--- src/rtl/swp_pkg.sv ---
// Shared types, register map and draw codes of the scrolling waveform plotter.
`default_nettype none

package swp_pkg;

  localparam int DEF_WIDTH        = 256;
  localparam int DEF_HALF_HEIGHT  = 120;
  localparam int DEF_MAX_CHANNELS = 4;
  localparam int DEF_ORIGIN_X     = 0;
  localparam int DEF_ORIGIN_Y     = 0;

  localparam int NUM_LANES  = 4;
  localparam int CH_W       = 2;
  localparam int GRID_K_W   = 4;
  localparam int GRID_K_MAX = 10;
  localparam int CFG_AW     = 6;
  localparam int CFG_DW     = 64;

  localparam logic [2:0] REG_CHANNEL_COUNT = 3'd0;
  localparam logic [2:0] REG_SCALE_0       = 3'd1;
  localparam logic [2:0] REG_SCALE_1       = 3'd2;
  localparam logic [2:0] REG_SCALE_2       = 3'd3;
  localparam logic [2:0] REG_SCALE_3       = 3'd4;
  localparam logic [2:0] REG_WINDOW_COLOR  = 3'd5;
  localparam logic [2:0] REG_BACK_COLOR    = 3'd6;
  localparam logic [2:0] REG_TRACE_COLORS  = 3'd7;

  localparam logic [2:0]  RST_CHANNEL_COUNT = 3'd4;
  localparam logic [15:0] RST_SCALE         = 16'd100;
  localparam logic [15:0] RST_WINDOW_COLOR  = 16'hFFFF;
  localparam logic [15:0] RST_BACK_COLOR    = 16'h0000;
  localparam logic [63:0] RST_TRACE_COLORS  = 64'hFFE0_001F_07E0_F800;

  localparam logic [2:0] PH_ERASE    = 3'd0;
  localparam logic [2:0] PH_GRID_POS = 3'd1;
  localparam logic [2:0] PH_GRID_NEG = 3'd2;
  localparam logic [2:0] PH_MID      = 3'd3;
  localparam logic [2:0] PH_TRACE    = 3'd4;

  typedef struct packed {
    logic [2:0]       channel_count;
    logic [3:0][15:0] scale;
    logic [15:0]      window_color;
    logic [15:0]      back_color;
    logic [63:0]      trace_colors;
  } swp_cfg_t;

  typedef struct packed {
    logic                load_item;
    logic                div_start;
    logic                push_write;
    logic                rd_issue;
    logic                emit;
    logic [2:0]          kind;
    logic                last;
    logic [CH_W-1:0]     ch;
    logic [GRID_K_W-1:0] grid_k;
  } swp_cmd_t;

  typedef struct packed {
    logic mode;
    logic col_ok;
    logic col_grid;
    logic div_done;
    logic out_free;
  } swp_sts_t;

endpackage

`default_nettype wire

--- src/rtl/swp_ctrl.sv ---
// Sequencing state machine for pushes and column renders.
`default_nettype none

module swp_ctrl import swp_pkg::*; #(
  parameter int MAX_CHANNELS = DEF_MAX_CHANNELS
) (
  input  wire logic       clk_i,
  input  wire logic       rst_ni,
  input  wire logic       in_valid_i,
  output logic            in_ready_o,
  input  wire logic [2:0] channel_count_i,
  input  wire swp_sts_t   sts_i,
  output swp_cmd_t        cmd_o
);

  localparam logic [2:0] S_IDLE   = 3'd0;
  localparam logic [2:0] S_DECODE = 3'd1;
  localparam logic [2:0] S_DSTART = 3'd2;
  localparam logic [2:0] S_DIV    = 3'd3;
  localparam logic [2:0] S_READ   = 3'd4;
  localparam logic [2:0] S_RWAIT  = 3'd5;
  localparam logic [2:0] S_EMIT   = 3'd6;

  logic [2:0]          state_q, state_d;
  logic [CH_W-1:0]     ch_q, ch_d;
  logic [2:0]          phase_q, phase_d;
  logic [GRID_K_W-1:0] k_q, k_d;
  logic [2:0]          nch;
  logic                last_ch;

  assign nch = (channel_count_i > 3'(MAX_CHANNELS)) ? 3'(MAX_CHANNELS) : channel_count_i;
  assign last_ch = ({1'b0, ch_q} == (nch - 3'd1));
  assign in_ready_o = (state_q == S_IDLE);

  always_comb begin
    state_d      = state_q;
    ch_d         = ch_q;
    phase_d      = phase_q;
    k_d          = k_q;
    cmd_o        = '0;
    cmd_o.ch     = ch_q;
    cmd_o.kind   = phase_q;
    cmd_o.grid_k = k_q;
    case (state_q)
      S_IDLE: begin
        if (in_valid_i) begin
          cmd_o.load_item = 1'b1;
          state_d = S_DECODE;
        end
      end
      S_DECODE: begin
        ch_d = '0;
        k_d  = '0;
        if (!sts_i.mode) begin
          state_d = (nch == 3'd0) ? S_IDLE : S_DSTART;
        end else if (!sts_i.col_ok) begin
          state_d = S_IDLE;
        end else if (nch == 3'd0) begin
          phase_d = sts_i.col_grid ? PH_GRID_POS : PH_MID;
          state_d = S_EMIT;
        end else begin
          state_d = S_READ;
        end
      end
      S_DSTART: begin
        cmd_o.div_start = 1'b1;
        state_d = S_DIV;
      end
      S_DIV: begin
        if (sts_i.div_done) begin
          cmd_o.push_write = 1'b1;
          if (last_ch) begin
            state_d = S_IDLE;
          end else begin
            ch_d = ch_q + 1'b1;
            state_d = S_DSTART;
          end
        end
      end
      S_READ: begin
        cmd_o.rd_issue = 1'b1;
        if (last_ch) begin
          ch_d = '0;
          state_d = S_RWAIT;
        end else begin
          ch_d = ch_q + 1'b1;
        end
      end
      S_RWAIT: begin
        phase_d = PH_ERASE;
        state_d = S_EMIT;
      end
      S_EMIT: begin
        if (sts_i.out_free) begin
          cmd_o.emit = 1'b1;
          case (phase_q)
            PH_ERASE: begin
              if (last_ch) begin
                ch_d = '0;
                phase_d = sts_i.col_grid ? PH_GRID_POS : PH_MID;
              end else begin
                ch_d = ch_q + 1'b1;
              end
            end
            PH_GRID_POS: begin
              phase_d = PH_GRID_NEG;
            end
            PH_GRID_NEG: begin
              if (k_q == GRID_K_W'(GRID_K_MAX)) begin
                phase_d = PH_MID;
              end else begin
                k_d = k_q + 1'b1;
                phase_d = PH_GRID_POS;
              end
            end
            PH_MID: begin
              if (nch == 3'd0) begin
                cmd_o.last = 1'b1;
                state_d = S_IDLE;
              end else begin
                ch_d = '0;
                phase_d = PH_TRACE;
              end
            end
            PH_TRACE: begin
              if (last_ch) begin
                cmd_o.last = 1'b1;
                state_d = S_IDLE;
              end else begin
                ch_d = ch_q + 1'b1;
              end
            end
            default: begin
              state_d = S_IDLE;
            end
          endcase
        end
      end
      default: begin
        state_d = S_IDLE;
      end
    endcase
  end

  always_ff @(posedge clk_i or negedge rst_ni) begin
    if (!rst_ni) begin
      state_q <= S_IDLE;
      ch_q    <= '0;
      phase_q <= PH_ERASE;
      k_q     <= '0;
    end else begin
      state_q <= state_d;
      ch_q    <= ch_d;
      phase_q <= phase_d;
      k_q     <= k_d;
    end
  end

endmodule

`default_nettype wire

--- config.mk ---
export PLATFORM = sky130hd
export DESIGN_NAME = swp_ctrl
export DESIGN_NICKNAME = d
export VERILOG_FILES = /design/src/rtl/swp_pkg.sv /design/src/rtl/swp_ctrl.sv
export SDC_FILE = /design/constraint.sdc
export NUM_CORES = 1
export LEC_CHECK = 0
export CAP_MARGIN = 10
export CORE_MARGIN = 2
export CORE_UTILIZATION = 60
export DETAILED_ROUTE_END_ITERATION = 16
export DONT_BUFFER_PORTS = 1
export GPL_ROUTABILITY_DRIVEN = 0
export GPL_TIMING_DRIVEN = 0
export PLACE_DENSITY_LB_ADDON = 0.08
export SKIP_CTS_REPAIR_TIMING = 1
export SLEW_MARGIN = 10
export SYNTH_ARGS = -nofsm -noshare
export SYNTH_HDL_FRONTEND = slang
export SYNTH_SLANG_ARGS = --single-unit
--- constraint.sdc ---
create_clock -name clk_i -period 3.6 [get_ports clk_i]
set_input_delay 0.36 -clock clk_i [delete_from_list [all_inputs] [get_ports clk_i]]
set_output_delay 0.36 -clock clk_i [all_outputs]
set_load 0.02 [all_outputs]
==> flow_summary.yaml <==
clock_tree:
  cts_sinks: 12
  cts_tree: "done"
  htree_levels: 1
  cts-buffers-inserted: 3
  path_clk_slew_ns: 0.07
  clk_latency_ns: 0.28
  cts_root_buf: "clkbuf_4"
  cts_max_path_buffers: 2
finish:
  final-instance-count-excl-fill: 150
  drive_gt1_share_pct: 15.04
  syn_to_final_growth_pct: 5.083
  layout.nets: 150
  final-seq-area_sq_um: 300.3
  diodes: 0
  stdcell_area_sq_mm: 0.001112
  multiInputGateArea_sq_um: 695.7
  fillers: 144
sta:
  max_freq_mhz: 420.9
  max_slew_margin_pct: 48.06
  setup_slack_ns: 1.224
  period_share_pct: 66.00
  finClkSkew_ns: 0.004115
  tightest_slew_ns: 0.7775
  slew_viol_final: 0
  rsz0062_at_grt: "no"
  post-route-min-period_ns: 2.376
  setup_viol: 0
  hold_violations: 0
  finalSetupTns_ns: 0
power:
  vdd_drop_max_mv: 0.4005
  powerDensity_mw_per_mm2: 705.1
  cell_internal_pwr_mw: 0.3916
  power.switching_mw: 0.3927
  sw_frac_of_total_pct: 50.07
  p_leak_nw: 0.4814
  clkPwrFrac_pct: 10.7
  pwr-share-seq_pct: 35.5
  combPwrFrac_pct: 53.8
detailed_routing:
  wirelength_um: 2401
  avgRoutedWirePerCell_um: 16.01
  ant_nets: 0
  routed-via-count: 984
  viasPerCell: 6.560
  remaining_drc_errors: 0
  drtPass1Iterations: 4
  first_iter_violations: 42
global_routing:
  grt_first_pass_wirelength_um: 3815
  grt_max_degree: 13
  overflow: 0
  grtUsageMet2_pct: 39.44
  antenna_found_initial: 0
  use_met3_pct: 5.159
  grtUsageTotal_pct: 25.08
  grt_pass1_vias: 912
  met1_usage_pct: 33.90
  grt_most_used_layer: "met2"
floorplanning:
  rows: 15
  die_w_um: 46
  core_area_sq_mm: 0.001689
  start_util_pct: 62.67
  die_h_um: 46
  dieArea_sq_mm: 0.002116
  num_io_pins: 27
min_path:
  min_path_type: "input pin to flop"
  hold_start: "sts_i[1]"
  hold_path_depth: 2
  holdPathEnd: "state_q[0]"
status:
  status: "complete, no violations"
job:
  maxCapViolations: 0
logic_synthesis:
  synth_top_cells_by_area: "dfrtp_1 (28%), nor2_1 (6.4%), ha_1 (4.7%)"
  synth-main-ff-cell: "dfrtp_1"
  synth_seq_cells: 12
  ys_seq_area_share_pct: 28.37
  synth-warning-count: 0
  syn_inst: 129
  synth_enable_flop_cells: 0
  async_reset_ff_share_pct: 100.0
  ys_types: 46
  synth.net_count: 144
  post-synth-top-area-cell: "dfrtp_1"
  synth_area_sq_mm: 0.001059
  synth_top_area_share_pct: 28.37
  synth.avg_cell_area_sq_um: 8.206
critical_path:
  crit_path_start_kind: "flop"
  crit_required_ns: 3.24
  r2r-start: "ch_q[0]"
  cp_slowest_cell: "dfrtp_1"
  end_kind: "primary output"
  slowest_delay_ns: 0.54
  crit_chain: "and4bb_1 -> a32o_2 -> a41oi_2 -> o22ai_1 -> and2_1"
  r2r_cells: 7
  cp_max_fo: 8
  worstReg2RegEnd: "ch_q[0]"
  reg2reg_slack_ns: 1.55
  cp.arrival_ns: 2.02
  path_class: "flop to primary output"
place:
  dp_slack_ns: 1.262
  dp.cells: 146
  hpwl_um: 1806
  io_buffers: 0
  dpl-instance-area_sq_mm: 0.001080
[kinds of logic (layout without fill, tap and decap cells)]
logic type               count (synthesis)  after routing  share of synthesized area, %
AO/OA/AOI/OAI                           40             40                         27.19
AND/OR/NAND/NOR                         54             54                         29.20
flip-flops                              12             12                         28.37
XOR/XNOR                                 3              3                         2.483
multiplexers                             2              2                         2.128
adder cells (fa/ha/maj)                  4              4                         4.728
buffers and inverters                   14             18                         5.910
[cells in the mapped netlist (3+ instances only)]
| library cell | count |
|---|---|
| a21o_1 | 4 |
| a21oi_1 | 7 |
| a31oi_1 | 4 |
| buf_2 | 8 |
| dfrtp_1 | 12 |
| ha_1 | 4 |
| inv_1 | 6 |
| nand2_1 | 4 |
| nand2b_1 | 4 |
| nand3_1 | 4 |
| nor2_1 | 18 |
| nor3_1 | 3 |
| nor3b_1 | 3 |
| o21ai_0 | 6 |
| xnor2_1 | 3 |
[worst max-delay path by stage]
| stage | startpoint | endpoint | slack (ns) | depth (start not counted) |
|---|---|---|---|---|
| finish | ch_q[0] | cmd_o[6] | 1.22 | 5 |
| global route | ch_q[0] | cmd_o[6] | 1.15 | 5 |
| CTS | ch_q[0] | cmd_o[6] | 1.22 | 5 |
| detailed placement | channel_count_i[0] | cmd_o[6] | 1.26 | 7 |
| global placement | channel_count_i[0] | cmd_o[6] | 1.27 | 7 |
| floorplan | channel_count_i[0] | cmd_o[6] | 1.43 | 7 |
[registers in the layout (all words and copies together) (netlist names)]
signal and cells:
k_q 4, phase_q 3, state_q 3, ch_q 2
[metal layers]
layer  wire length [um]  part of all wire, %
met1               1054                   44
met2               1095                   46
met3                212                  8.8
met4                 39                  1.6
met5                  0                    0
[stage by stage]
step / hold slack, ns / utilization (%) / power, mW
floorplan: 0.06441 / - / 0.6154
global placement: 0.06460 / 63.93 / 0.6790
detailed placement: 0.06460 / 63.93 / 0.6950
CTS: -0.2335 / 65.26 / 0.7802
global route: 0.3424 / 65.85 / 0.8497
finish: 0.3161 / 65.85 / 0.7843
[cells in the final DEF (no fill, tap or decap), drive strengths merged, types with 2 or more instances in the layout]
| master | netlist | layout |
|---|---|---|
| mux2 | 2 | 2 |
| o22ai | 2 | 2 |
| nor3b | 3 | 3 |
| nand2 | 4 | 4 |
| clkbuf | 0 | 3 |
| inv | 6 | 6 |
| a21o | 4 | 4 |
| xnor2 | 3 | 3 |
| a31oi | 4 | 4 |
| a21oi | 7 | 7 |
| ha | 4 | 4 |
| nor2 | 18 | 18 |
| nand2b | 4 | 4 |
| and4bb | 2 | 2 |
| a211o | 2 | 2 |
| o21ai | 6 | 6 |
| o21a | 2 | 2 |
| and3b | 2 | 2 |
| nor3 | 3 | 3 |
| nand3 | 4 | 4 |
| buf | 8 | 8 |
| a211oi | 2 | 2 |
| nor2b | 3 | 3 |
| and2 | 2 | 2 |
| and3 | 2 | 2 |
| dfrtp | 12 | 12 |
[power by group through the flow]
stage	combinational (mW)	sequential (mW)	clock (mW)
floorplan	0.348	0.268	0
global placement	0.400	0.279	0
detailed placement	0.413	0.282	0
CTS	0.415	0.280	0.0853
global route	0.472	0.288	0.0900
finish	0.422	0.278	0.0842
[cell type report]
| cell class | instances | share of cell area (%) |
|---|---|---|
| inverter | 6 | 2.025 |
| timing repair buffer | 1 | 0.8999 |
| clock buffer | 3 | 2.025 |
| sequential | 12 | 27.00 |
| multi-input combinational | 103 | 62.54 |
| tap | 17 | 1.912 |
| buffer | 8 | 3.600 |
[critical path: cells and delay by family, from the launching register on]
kind | cells | cell delay, ns
AOI/OAI and AO/OA | 3 | 0.67
DFF | 1 | 0.54
and+or+nand+nor | 2 | 0.53
(Power assumes the default switching activity.)
