<file path="src/rtl/swp_pkg.sv">
// Shared types, register map and draw codes of the scrolling waveform plotter.
`default_nettype none

package swp_pkg;

  localparam int DEF_WIDTH        = 256;
  localparam int DEF_HALF_HEIGHT  = 120;
  localparam int DEF_MAX_CHANNELS = 4;
  localparam int DEF_ORIGIN_X     = 0;
  localparam int DEF_ORIGIN_Y     = 0;

  localparam int NUM_LANES  = 4;
  localparam int CH_W       = 2;
  localparam int GRID_K_W   = 4;
  localparam int GRID_K_MAX = 10;
  localparam int CFG_AW     = 6;
  localparam int CFG_DW     = 64;

  localparam logic [2:0] REG_CHANNEL_COUNT = 3'd0;
  localparam logic [2:0] REG_SCALE_0       = 3'd1;
  localparam logic [2:0] REG_SCALE_1       = 3'd2;
  localparam logic [2:0] REG_SCALE_2       = 3'd3;
  localparam logic [2:0] REG_SCALE_3       = 3'd4;
  localparam logic [2:0] REG_WINDOW_COLOR  = 3'd5;
  localparam logic [2:0] REG_BACK_COLOR    = 3'd6;
  localparam logic [2:0] REG_TRACE_COLORS  = 3'd7;

  localparam logic [2:0]  RST_CHANNEL_COUNT = 3'd4;
  localparam logic [15:0] RST_SCALE         = 16'd100;
  localparam logic [15:0] RST_WINDOW_COLOR  = 16'hFFFF;
  localparam logic [15:0] RST_BACK_COLOR    = 16'h0000;
  localparam logic [63:0] RST_TRACE_COLORS  = 64'hFFE0_001F_07E0_F800;

  localparam logic [2:0] PH_ERASE    = 3'd0;
  localparam logic [2:0] PH_GRID_POS = 3'd1;
  localparam logic [2:0] PH_GRID_NEG = 3'd2;
  localparam logic [2:0] PH_MID      = 3'd3;
  localparam logic [2:0] PH_TRACE    = 3'd4;

  typedef struct packed {
    logic [2:0]       channel_count;
    logic [3:0][15:0] scale;
    logic [15:0]      window_color;
    logic [15:0]      back_color;
    logic [63:0]      trace_colors;
  } swp_cfg_t;

  typedef struct packed {
    logic                load_item;
    logic                div_start;
    logic                push_write;
    logic                rd_issue;
    logic                emit;
    logic [2:0]          kind;
    logic                last;
    logic [CH_W-1:0]     ch;
    logic [GRID_K_W-1:0] grid_k;
  } swp_cmd_t;

  typedef struct packed {
    logic mode;
    logic col_ok;
    logic col_grid;
    logic div_done;
    logic out_free;
  } swp_sts_t;

endpackage

`default_nettype wire

</file>
<file path="src/rtl/swp_regs.sv">
// APB-style configuration register file of the plotter.
`default_nettype none

module swp_regs import swp_pkg::*; (
  input  wire logic              clk_i,
  input  wire logic              rst_ni,
  input  wire logic              psel,
  input  wire logic              penable,
  input  wire logic              pwrite,
  input  wire logic [CFG_AW-1:0] paddr,
  input  wire logic [CFG_DW-1:0] pwdata,
  output logic      [CFG_DW-1:0] prdata,
  output logic                   pready,
  output swp_cfg_t               cfg_o
);

  swp_cfg_t   cfg_q, cfg_d;
  logic [2:0] idx;
  logic       wr_en;

  assign idx    = paddr[CFG_AW-1:3];
  assign wr_en  = psel && penable && pwrite;
  assign pready = 1'b1;
  assign cfg_o  = cfg_q;

  always_comb begin
    cfg_d = cfg_q;
    if (wr_en) begin
      case (idx)
        REG_CHANNEL_COUNT: cfg_d.channel_count = pwdata[2:0];
        REG_SCALE_0:       cfg_d.scale[0] = pwdata[15:0];
        REG_SCALE_1:       cfg_d.scale[1] = pwdata[15:0];
        REG_SCALE_2:       cfg_d.scale[2] = pwdata[15:0];
        REG_SCALE_3:       cfg_d.scale[3] = pwdata[15:0];
        REG_WINDOW_COLOR:  cfg_d.window_color = pwdata[15:0];
        REG_BACK_COLOR:    cfg_d.back_color = pwdata[15:0];
        REG_TRACE_COLORS:  cfg_d.trace_colors = pwdata;
        default:           cfg_d = cfg_q;
      endcase
    end
  end

  always_comb begin
    case (idx)
      REG_CHANNEL_COUNT: prdata = CFG_DW'(cfg_q.channel_count);
      REG_SCALE_0:       prdata = CFG_DW'(cfg_q.scale[0]);
      REG_SCALE_1:       prdata = CFG_DW'(cfg_q.scale[1]);
      REG_SCALE_2:       prdata = CFG_DW'(cfg_q.scale[2]);
      REG_SCALE_3:       prdata = CFG_DW'(cfg_q.scale[3]);
      REG_WINDOW_COLOR:  prdata = CFG_DW'(cfg_q.window_color);
      REG_BACK_COLOR:    prdata = CFG_DW'(cfg_q.back_color);
      REG_TRACE_COLORS:  prdata = cfg_q.trace_colors;
      default:           prdata = '0;
    endcase
  end

  always_ff @(posedge clk_i or negedge rst_ni) begin
    if (!rst_ni) begin
      cfg_q.channel_count <= RST_CHANNEL_COUNT;
      cfg_q.scale         <= {4{RST_SCALE}};
      cfg_q.window_color  <= RST_WINDOW_COLOR;
      cfg_q.back_color    <= RST_BACK_COLOR;
      cfg_q.trace_colors  <= RST_TRACE_COLORS;
    end else begin
      cfg_q <= cfg_d;
    end
  end

endmodule

`default_nettype wire

</file>
<file path="config.mk">
export PLATFORM = sky130hd
export DESIGN_NAME = swp_regs
export DESIGN_NICKNAME = d
export VERILOG_FILES = /design/src/rtl/swp_pkg.sv /design/src/rtl/swp_regs.sv
export SDC_FILE = /design/constraint.sdc
export NUM_CORES = 1
export LEC_CHECK = 0
export BUFFER_PORTS_ARGS = -buffer_cell sky130_fd_sc_hd__buf_4
export CAP_MARGIN = 15
export CELL_PAD_IN_SITES_DETAIL_PLACEMENT = 1
export CELL_PAD_IN_SITES_GLOBAL_PLACEMENT = 2
export CORE_ASPECT_RATIO = 0.5
export CORE_MARGIN = 2
export CORE_UTILIZATION = 28
export CTS_CLUSTER_SIZE = 25
export DETAILED_ROUTE_END_ITERATION = 7
export PLACE_DENSITY = 0.8
export SYNTH_ARGS = -nofsm -noshare
export SYNTH_HDL_FRONTEND = slang
export SYNTH_SLANG_ARGS = --single-unit
</file>
<file path="constraint.sdc">
create_clock -name clk_i -period 2.1 [get_ports clk_i]
set_input_delay 0.525 -clock clk_i [delete_from_list [all_inputs] [get_ports clk_i]]
set_output_delay 0.525 -clock clk_i [all_outputs]
set_load 0.02 [all_outputs]
</file>
==> results of run 1 <==
layout by cell type, fill, tap and decap left out, types with 3 or more instances in the layout:
cell and n:
a22oi_2 12, mux2_2 169, mux4_2 5, buf_8 8
mux2_1 6, clkbuf_16 21, buf_6 58, dfstp_2 56
o221ai_2 6, nand2_1 13, buf_16 3, nor2_2 8
buf_4 310, clkinvlp_4 5, nor2_1 7, mux2_4 7
mux2i_1 4, o211ai_1 3, dfrtp_1 107, buf_12 20
nor2_4 8, and2_4 48, bufinv_16 3
routing by layer:
layer  track usage [%]  up-vias  part of all wire [%]
met5                 0        -                     0
met4             8.639        0                   3.5
met3             3.244       56                   3.1
met2             34.99      153                    53
met1             23.81     3254                    41
li1                  -     2701                     -
area by class of cell:
class                   instances  area (um2)  share of cell area, %
clock inverters                12       156.4                  1.253
flip-flops and latches        163        4149                  33.24
inverters                       2       11.26                0.09023
well taps                     352       440.4                  3.529
repair buffers                403        3684                  29.51
multi-input cells             336        3583                  28.71
clock buffers                  20       456.7                  3.659
power by group:
group | total [mW] | internal [mW] | switching [mW]
registers | 4.47 | 3.92 | 0.556
clock network | 3.29 | 1.94 | 1.35
logic | 3.88 | 1.95 | 1.92
logic make-up (layout without fill, tap and decap cells):
group	Yosys count	count (layout)	synth area share, %
AND/OR/NAND/NOR	99	99	8.047
other	1	1	0.04973
buffers and inverters	37	437	2.970
AO/OA/AOI/OAI	45	45	4.712
flip-flops	163	163	55.02
multiplexers	191	191	29.20
worst reg2reg max path, cell delays in order (launching register included):
cell	delay, ns
dfrtp_1	0.39
buf_4	0.14
buf_4	0.13
mux2_2	0.25
final timing paths:
kind	from	end	slack, ns	cells past startpoint
worst max-delay path	cfg_o[82]	prdata[2]	-0.11	4
worst min-delay path	rst_ni	cfg_o[139]	0.01	1
worst max register to register	cfg_o[77]	cfg_o[77]	1.08	3
worst min register to register	cfg_o[46]	cfg_o[46]	0.53	1
max in group asynchronous	rst_ni	cfg_o[92]	1.40	2
min in group clk_i	pwdata[60]	cfg_o[60]	0.30	2
what timing repair did:
action / CTS / global route
pin swaps: 19 / 43
gates cloned: 4 / 5
setup endpoints to repair: 64 / 64
gates resized for setup: 79 / 107
hold buffers: 0 / 0
hold endpoints to repair: 0 / 0
setup buffers: 30 / 14
==> impl_metrics.csv, run 1 <==
group,metric,value,unit
status,status,"complete, but fails checks",
status,violations,"setup timing",
critical_path,path_delay_family,"flip-flops",
global_route,globalRouteOverflowTotal,0,
floorplan,dieArea,0.02834,mm2
synthesis,yosysUniqueCellTypes,41,
floorplan,fp.dieH,120.0,um
routing,drc,0,
critical_path,worstPathRequired,1.57,ns
global_route,grt_pass1_vias,6535,
timing,fin_worst_skew,0,ns
critical_path,slowest_stage,"dfstp_2",
pwr,power,11.64,mW
finish,area_growth,65.50,%
synthesis,syn_area,0.007541,mm2
placement,port_buffers,298,
synthesis,syn-num-nets,611,
floorplan,core_area,0.02643,mm2
timing,hold_slack,0.01276,ns
critical_path,worstPathMaxFanout,2,
critical_path,cp_cell_sequence,"mux2i_1 -> a211o_1 -> a41oi_2 -> buf_4",
synthesis,synth_edf_count,0,
cts,clk_pin_slew,0.07,ns
critical_path,slowest_delay,0.54,ns
synthesis,avgSynthCellArea,14.07,um2
critical_path,end_kind,"output port",
placement,gp_congestion,0.7766,
worst_hold_path,hold_class,"in -> async",
finish,largest_reg_flops,163,
timing,maxSlewViolCount,0,
routing,firstDrtPassIters,4,
synthesis,yosys-top-cells-area,"dfrtp_1 36%, mux2_2 26%, dfstp_2 20%",
critical_path,start_kind,"flip-flop",
finish,nets,998,
cts,ctsRootBufferMaster,"clkbuf_16",
timing,fin_crit,2.214,ns
critical_path,crit_buf_inv,1,
global_route,grt_pass1_wl,41.79,mm
synthesis,synth_common_cells,"176 x mux2_2, 107 x dfrtp_1, 56 x dfstp_2",
floorplan,rows,42,
synthesis,ys_seq_area_share,55.02,%
critical_path,critPathKind,"reg -> out",
routing,vias_per_cell,4.786,
global_route,antenna_found_initial,0,
placement,dp_hpwl,19.16,mm
cts,clk_latency,0.44,ns
finish,fillers,2683,
finish,n_antenna_cell,0,
timing,fin_crit_sh,105.4,%
finish,drive_above_1_share,82.69,%
finish,design_area,0.01248,mm2
synthesis,synth_cells,536,
synthesis,synth.most_common_cell,"mux2_2",
synthesis,synth_top_area_share,35.51,%
routing,via_count,6164,
pwr,pwr_density_cell,932.7,mW/mm2
cts,cts_buffer_depth,2,
synthesis,ys_ff_latch,163,
timing,fmax,0.4517,GHz
routing,drtIter0Drc,258,
synthesis,synthFlopType,"dfrtp_1",
routing,antenna_left,0,
pwr,vdd_ir_drop_max,0.6283,mV
synthesis,synthArstFlopShare,100.0,%
finish,fin_cells,1288,
placement,place_inst,1205,
timing,final.setup.tns,-2.304,ns
cts,cts_tree,"built",
cts,clock-sinks,163,
floorplan,die_x,236.1,um
cts,cts_buffers,17,
synthesis,ys_warn_count,0,
placement,dpl_cell_area,0.01069,mm2
timing,setup_viol,57,
floorplan,initial_core_util,28.53,%
synthesis,yosysTopAreaCell,"dfrtp_1",
routing,wl_per_cell,22.49,um
placement,pre_cts_slack,-0.2601,ns
timing,hold_viol,0,
timing,rsz0062_at_grt,"yes",
routing,drt_wl_total,28.97,mm
timing,setup_ws,-0.1137,ns
global_route,grt_max_degree,44,
global_route,grt_use_total,19.73,%
cts,cts_max_level,4,
pwr,p_leak,5.808,nW
finish,post-route-util,47.22,%
critical_path,crit_arrival,1.69,ns
floorplan,io_pins,303,
run,cap_violations,0,
Note: power is estimated with default switching activity, not from simulation.
==> inputs of run 2 (changes only) <==
Settings changed: BUFFER_PORTS_ARGS -buffer_cell sky130_fd_sc_hd__buf_4 to -buffer_cell sky130_fd_sc_hd__buf_2.
==> impl_metrics.csv, run 2 (synthesis results as in run 1) <==
group,metric,value,unit
floorplan,rows,42,
finish,drive_above_1_share,81.94,%
global_route,grt_use_total,18.19,%
timing,setup_viol,60,
routing,wl_met2,14.85,mm
cts,clk_latency,0.44,ns
status,status,"complete, but fails checks",
floorplan,io_pins,303,
routing,drtIter0Drc,239,
worst_hold_path,min_path_cells,2,
routing,firstDrtPassIters,4,
placement,gp_congestion,0.8214,
floorplan,die_x,236.1,um
finish,multi_input_area,0.003535,mm2
routing,via_count,6065,
placement,port_buffers,298,
routing,drc,0,
critical_path,crit_arrival,1.69,ns
timing,hold_slack,0.3185,ns
finish,post-route-util,44.61,%
timing,fin_worst_skew,0,ns
finish,layout_common_cells,"230 x buf_2, 174 x mux2_2, 107 x dfrtp_1",
finish,largest_reg_flops,163,
floorplan,core_area,0.02643,mm2
finish,area_growth,56.36,%
cts,cts_tree,"built",
finish,nets,992,
finish,fillers,2751,
placement,place_inst,1208,
placement,dpl_cell_area,0.009990,mm2
critical_path,worstSetupPathDepth,7,
timing,rsz0062_at_grt,"yes",
routing,antenna_left,0,
pwr,vdd_ir_drop_max,0.4235,mV
cts,cts_buffer_depth,2,
global_route,grt_pass1_wl,38.83,mm
critical_path,path_delay_family,"buffers and inverters",
cts,cts_buffers,17,
routing,drt-met1-wl,11.25,mm
cts,cts_max_level,4,
cts,clock-sinks,163,
timing,fin_crit,2.211,ns
routing,routed-wl-met3,937,um
timing,hold_viol,0,
critical_path,slowest_stage,"mux2_4",
critical_path,r2r_cells,3,
placement,dp_hpwl,18.53,mm
status,violations,"setup timing",
critical_path,crit_buf_inv,4,
finish,design_area,0.01179,mm2
placement,pre_cts_slack,-0.2669,ns
pwr,p_leak,5.617,nW
global_route,globalRouteOverflowTotal,0,
global_route,antenna_found_initial,0,
timing,maxSlewViolCount,0,
timing,fin_crit_sh,105.3,%
floorplan,fp.dieH,120.0,um
pwr,power,10.99,mW
floorplan,initial_core_util,28.53,%
timing,fmax,0.4523,GHz
finish,fin_cells,1282,
critical_path,cp_cell_sequence,"buf_12 -> buf_12 -> buf_12 -> mux2_4 -> a221oi_2 -> nor2_1 -> buf_4",
timing,setup_ws,-0.1107,ns
worst_hold_path,hold_class,"in -> reg",
critical_path,critPathKind,"in -> out",
timing,final.setup.tns,-3.780,ns
global_route,grt_pass1_vias,6465,
critical_path,critical_path.most_common_cell,"buf_12",
routing,wl_per_cell,21.48,um
global_route,grt_max_degree,49,
finish,n_antenna_cell,0,
routing,top_layer,"met4",
pwr,pwr_density_cell,931.7,mW/mm2
critical_path,worstPathMaxFanout,5,
critical_path,slowest_delay,0.29,ns
critical_path,worstPathRequired,1.57,ns
cts,clk_pin_slew,0.06,ns
routing,drt_wl_total,27.54,mm
finish,layout_commonest_cell,"buf_2",
routing,vias_per_cell,4.731,
critical_path,end_kind,"output port",
finish,regArea,0.004149,mm2
cts,ctsRootBufferMaster,"clkbuf_16",
run,cap_violations,0,
critical_path,start_kind,"input port",
floorplan,dieArea,0.02834,mm2
run 2: report_power, final:
group	leakage, nW	internal, mW	switching (mW)
sequential	1.95	3.92	0.534
clock	0.276	1.78	1.32
combinational	3.39	1.56	1.88
run 2: area by class of cell:
cell class                      count  area share [%]
Clock buffer                       20           3.788
Clock inverter                     12           1.125
Inverter                            2         0.09550
Multi-Input combinational cell    336           29.98
Sequential cell                   163           35.19
Tap cell                          352           3.735
Timing Repair Buffer              397           26.09
run 2: timing repair:
action,in CTS,in global routing
pin swaps,25,41
hold endpoints to repair,1,0
setup buffers,24,8
gates cloned,2,7
setup endpoints to repair,64,64
hold buffers,1,0
gates resized for setup,115,123
run 2: final timing paths:
check,startpoint,to,slack [ns]
worst min register to register,cfg_o[16],cfg_o[16],0.53
min in group asynchronous,rst_ni,cfg_o[155],0.62
worst max-delay path,paddr[4],prdata[10],-0.11
max in group asynchronous,rst_ni,cfg_o[59],0.78
worst min-delay path,pwdata[31],cfg_o[31],0.32
worst max register to register,cfg_o[1],cfg_o[1],1.10
run 2: metal layers:
metal	vias up	global-route usage, %
met5	-	0
met2	130	32.63
met3	27	4.095
met4	0	6.170
li1	2701	-
met1	3207	21.59
run 2: worst reg2reg max path, stage by stage, from the launching register on:
cell and delay [ns]:
dfrtp_1 0.38, buf_4 0.13, buf_4 0.12, mux2_2 0.25
==> inputs of run 3 (changes only) <==
Settings changed: CTS_BUF_LIST set to sky130_fd_sc_hd__clkbuf_16.
==> impl_metrics.csv, run 3 (synthesis results as in run 1) <==
group,metric,value,unit
floorplan,core_area,0.02643,mm2
finish,n_antenna_cell,0,
floorplan,io_pins,303,
global_route,grt_use_total,18.19,%
critical_path,cp_cell_sequence,"buf_12 -> buf_12 -> buf_12 -> mux2_4 -> a221oi_2 -> nor2_1 -> buf_4",
finish,design_area,0.01178,mm2
floorplan,die_x,236.1,um
critical_path,reg2reg_slack,1.10,ns
routing,drt_wl_total,27.54,mm
timing,fmax,0.4523,GHz
global_route,grt_max_degree,49,
finish,largest_reg_flops,163,
critical_path,critical_path.most_common_cell,"buf_12",
cts,clk_latency,0.43,ns
pwr,p_leak,5.619,nW
timing,rsz0062_at_grt,"yes",
cts,ctsRootBufferMaster,"clkbuf_16",
placement,gp_congestion,0.8214,
run,cap_violations,0,
global_route,grt_pass1_vias,6465,
pwr,p_int,7.213,mW
timing,fin_crit_sh,105.3,%
placement,port_buffers,298,
critical_path,r2r_start,"cfg_o[1]",
cts,cts_buffers,17,
cts,clock-sinks,163,
timing,final.setup.tns,-3.779,ns
timing,hold_viol,0,
pwr,pwr_density_cell,928.5,mW/mm2
floorplan,initial_core_util,28.53,%
placement,dp_hpwl,18.53,mm
critical_path,crit_buf_inv,4,
pwr,pwr-share-comb,31.4,%
global_route,antenna_found_initial,0,
finish,layout_commonest_cell,"buf_2",
global_route,globalRouteOverflowTotal,0,
status,status,"complete, but fails checks",
worst_hold_path,hold_start,"pwdata[31]",
finish,nets,992,
critical_path,slowest_delay,0.29,ns
global_route,grt_pass1_wl,38.83,mm
floorplan,dieArea,0.02834,mm2
critical_path,critPathKind,"in -> out",
critical_path,r2r_end,"cfg_o[1]",
floorplan,rows,42,
cts,cts_tree,"built",
critical_path,r2r_cells,3,
critical_path,crit_arrival,1.69,ns
worst_hold_path,holdPathEnd,"cfg_o[31]",
timing,fin_worst_skew,0,ns
routing,via_count,6066,
finish,post-route-util,44.57,%
worst_hold_path,hold_class,"in -> reg",
timing,setup_viol,60,
pwr,clkPwrFrac,27.9,%
critical_path,start_kind,"input port",
routing,vias_per_cell,4.732,
critical_path,crit_start,"paddr[4]",
critical_path,path_delay_family,"buffers and inverters",
finish,drive_above_1_share,81.83,%
pwr,switchingPower,3.725,mW
routing,drtIter0Drc,239,
routing,firstDrtPassIters,4,
critical_path,worstPathMaxFanout,5,
pwr,netSwitchingFraction,34.06,%
critical_path,worstPathRequired,1.57,ns
status,violations,"setup timing",
timing,hold_slack,0.3189,ns
timing,fin_crit,2.211,ns
floorplan,fp.dieH,120.0,um
finish,layout_common_cells,"230 x buf_2, 174 x mux2_2, 107 x dfrtp_1",
pwr,vdd_ir_drop_max,0.4229,mV
routing,antenna_left,0,
timing,setup_ws,-0.1107,ns
finish,area_growth,56.23,%
cts,cts_buffer_depth,2,
placement,dpl_cell_area,0.009990,mm2
cts,cts_max_level,4,
cts,clk_pin_slew,0.06,ns
timing,maxSlewViolCount,0,
pwr,pwr-share-seq,40.7,%
critical_path,end_kind,"output port",
routing,drc,0,
pwr,power,10.94,mW
routing,wl_per_cell,21.48,um
critical_path,slowest_stage,"mux2_4",
worst_hold_path,min_path_cells,2,
[run 3: cell type report]
cell class | count | area, um2
fill | 2752 | 14650
sequential | 163 | 4149
multi-input combinational | 336 | 3535
timing repair buffer | 397 | 3077
tap | 352 | 440.4
clock buffer | 17 | 425.4
clock inverter | 15 | 143.9
inverter | 2 | 11.26
[run 3: worst max-delay path by stage]
stage	endpoint	slack [ns]	depth (start not counted)
finish	prdata[10]	-0.11	7
global route	prdata[10]	-0.16	4
global placement	prdata[5]	-0.30	6
floorplan	prdata[2]	-0.02	5
detailed placement	prdata[5]	-0.27	6
CTS	prdata[2]	-0.11	4
[run 3: stage by stage]
stage,std cells,worst slack (ns)
finish,1282,-0.1107
global route,1282,-0.1604
CTS,1267,-0.1096
detailed placement,1208,-0.2669
global placement,1208,-0.2970
floorplan,536,-0.02036
[run 3: what timing repair did]
action | CTS | global route
hold buffers | 1 | 0
endpoints found under the hold margin | 1 | 0
cloned | 2 | 7
setup endpoints to repair | 64 | 64
gates resized for setup | 115 | 123
pin swaps | 25 | 41
setup buffers | 24 | 8
[run 3: worst register-to-register path, cell delays in order, from the launching register on]
cell and delay (ns):
dfrtp_1 0.38, buf_4 0.13, buf_4 0.12, mux2_2 0.25
[run 3: routing by layer]
layer  part of all wire [%]  track usage (%)
met1                     41            21.59
met2                     54            32.63
met4                    1.8            6.170
met5                      0                0
met3                    3.4            4.095
[run 3: power groups by stage]
stage                     sequential (mW)  clock, mW  combinational, mW
after detailed placement             4.49          0               3.01
final                                4.45       3.05               3.44
after global placement               4.44          0               2.95
after CTS                            4.42       3.14               3.31
after floorplan                      5.13          0               1.02
after global routing                 4.54       3.27               3.63
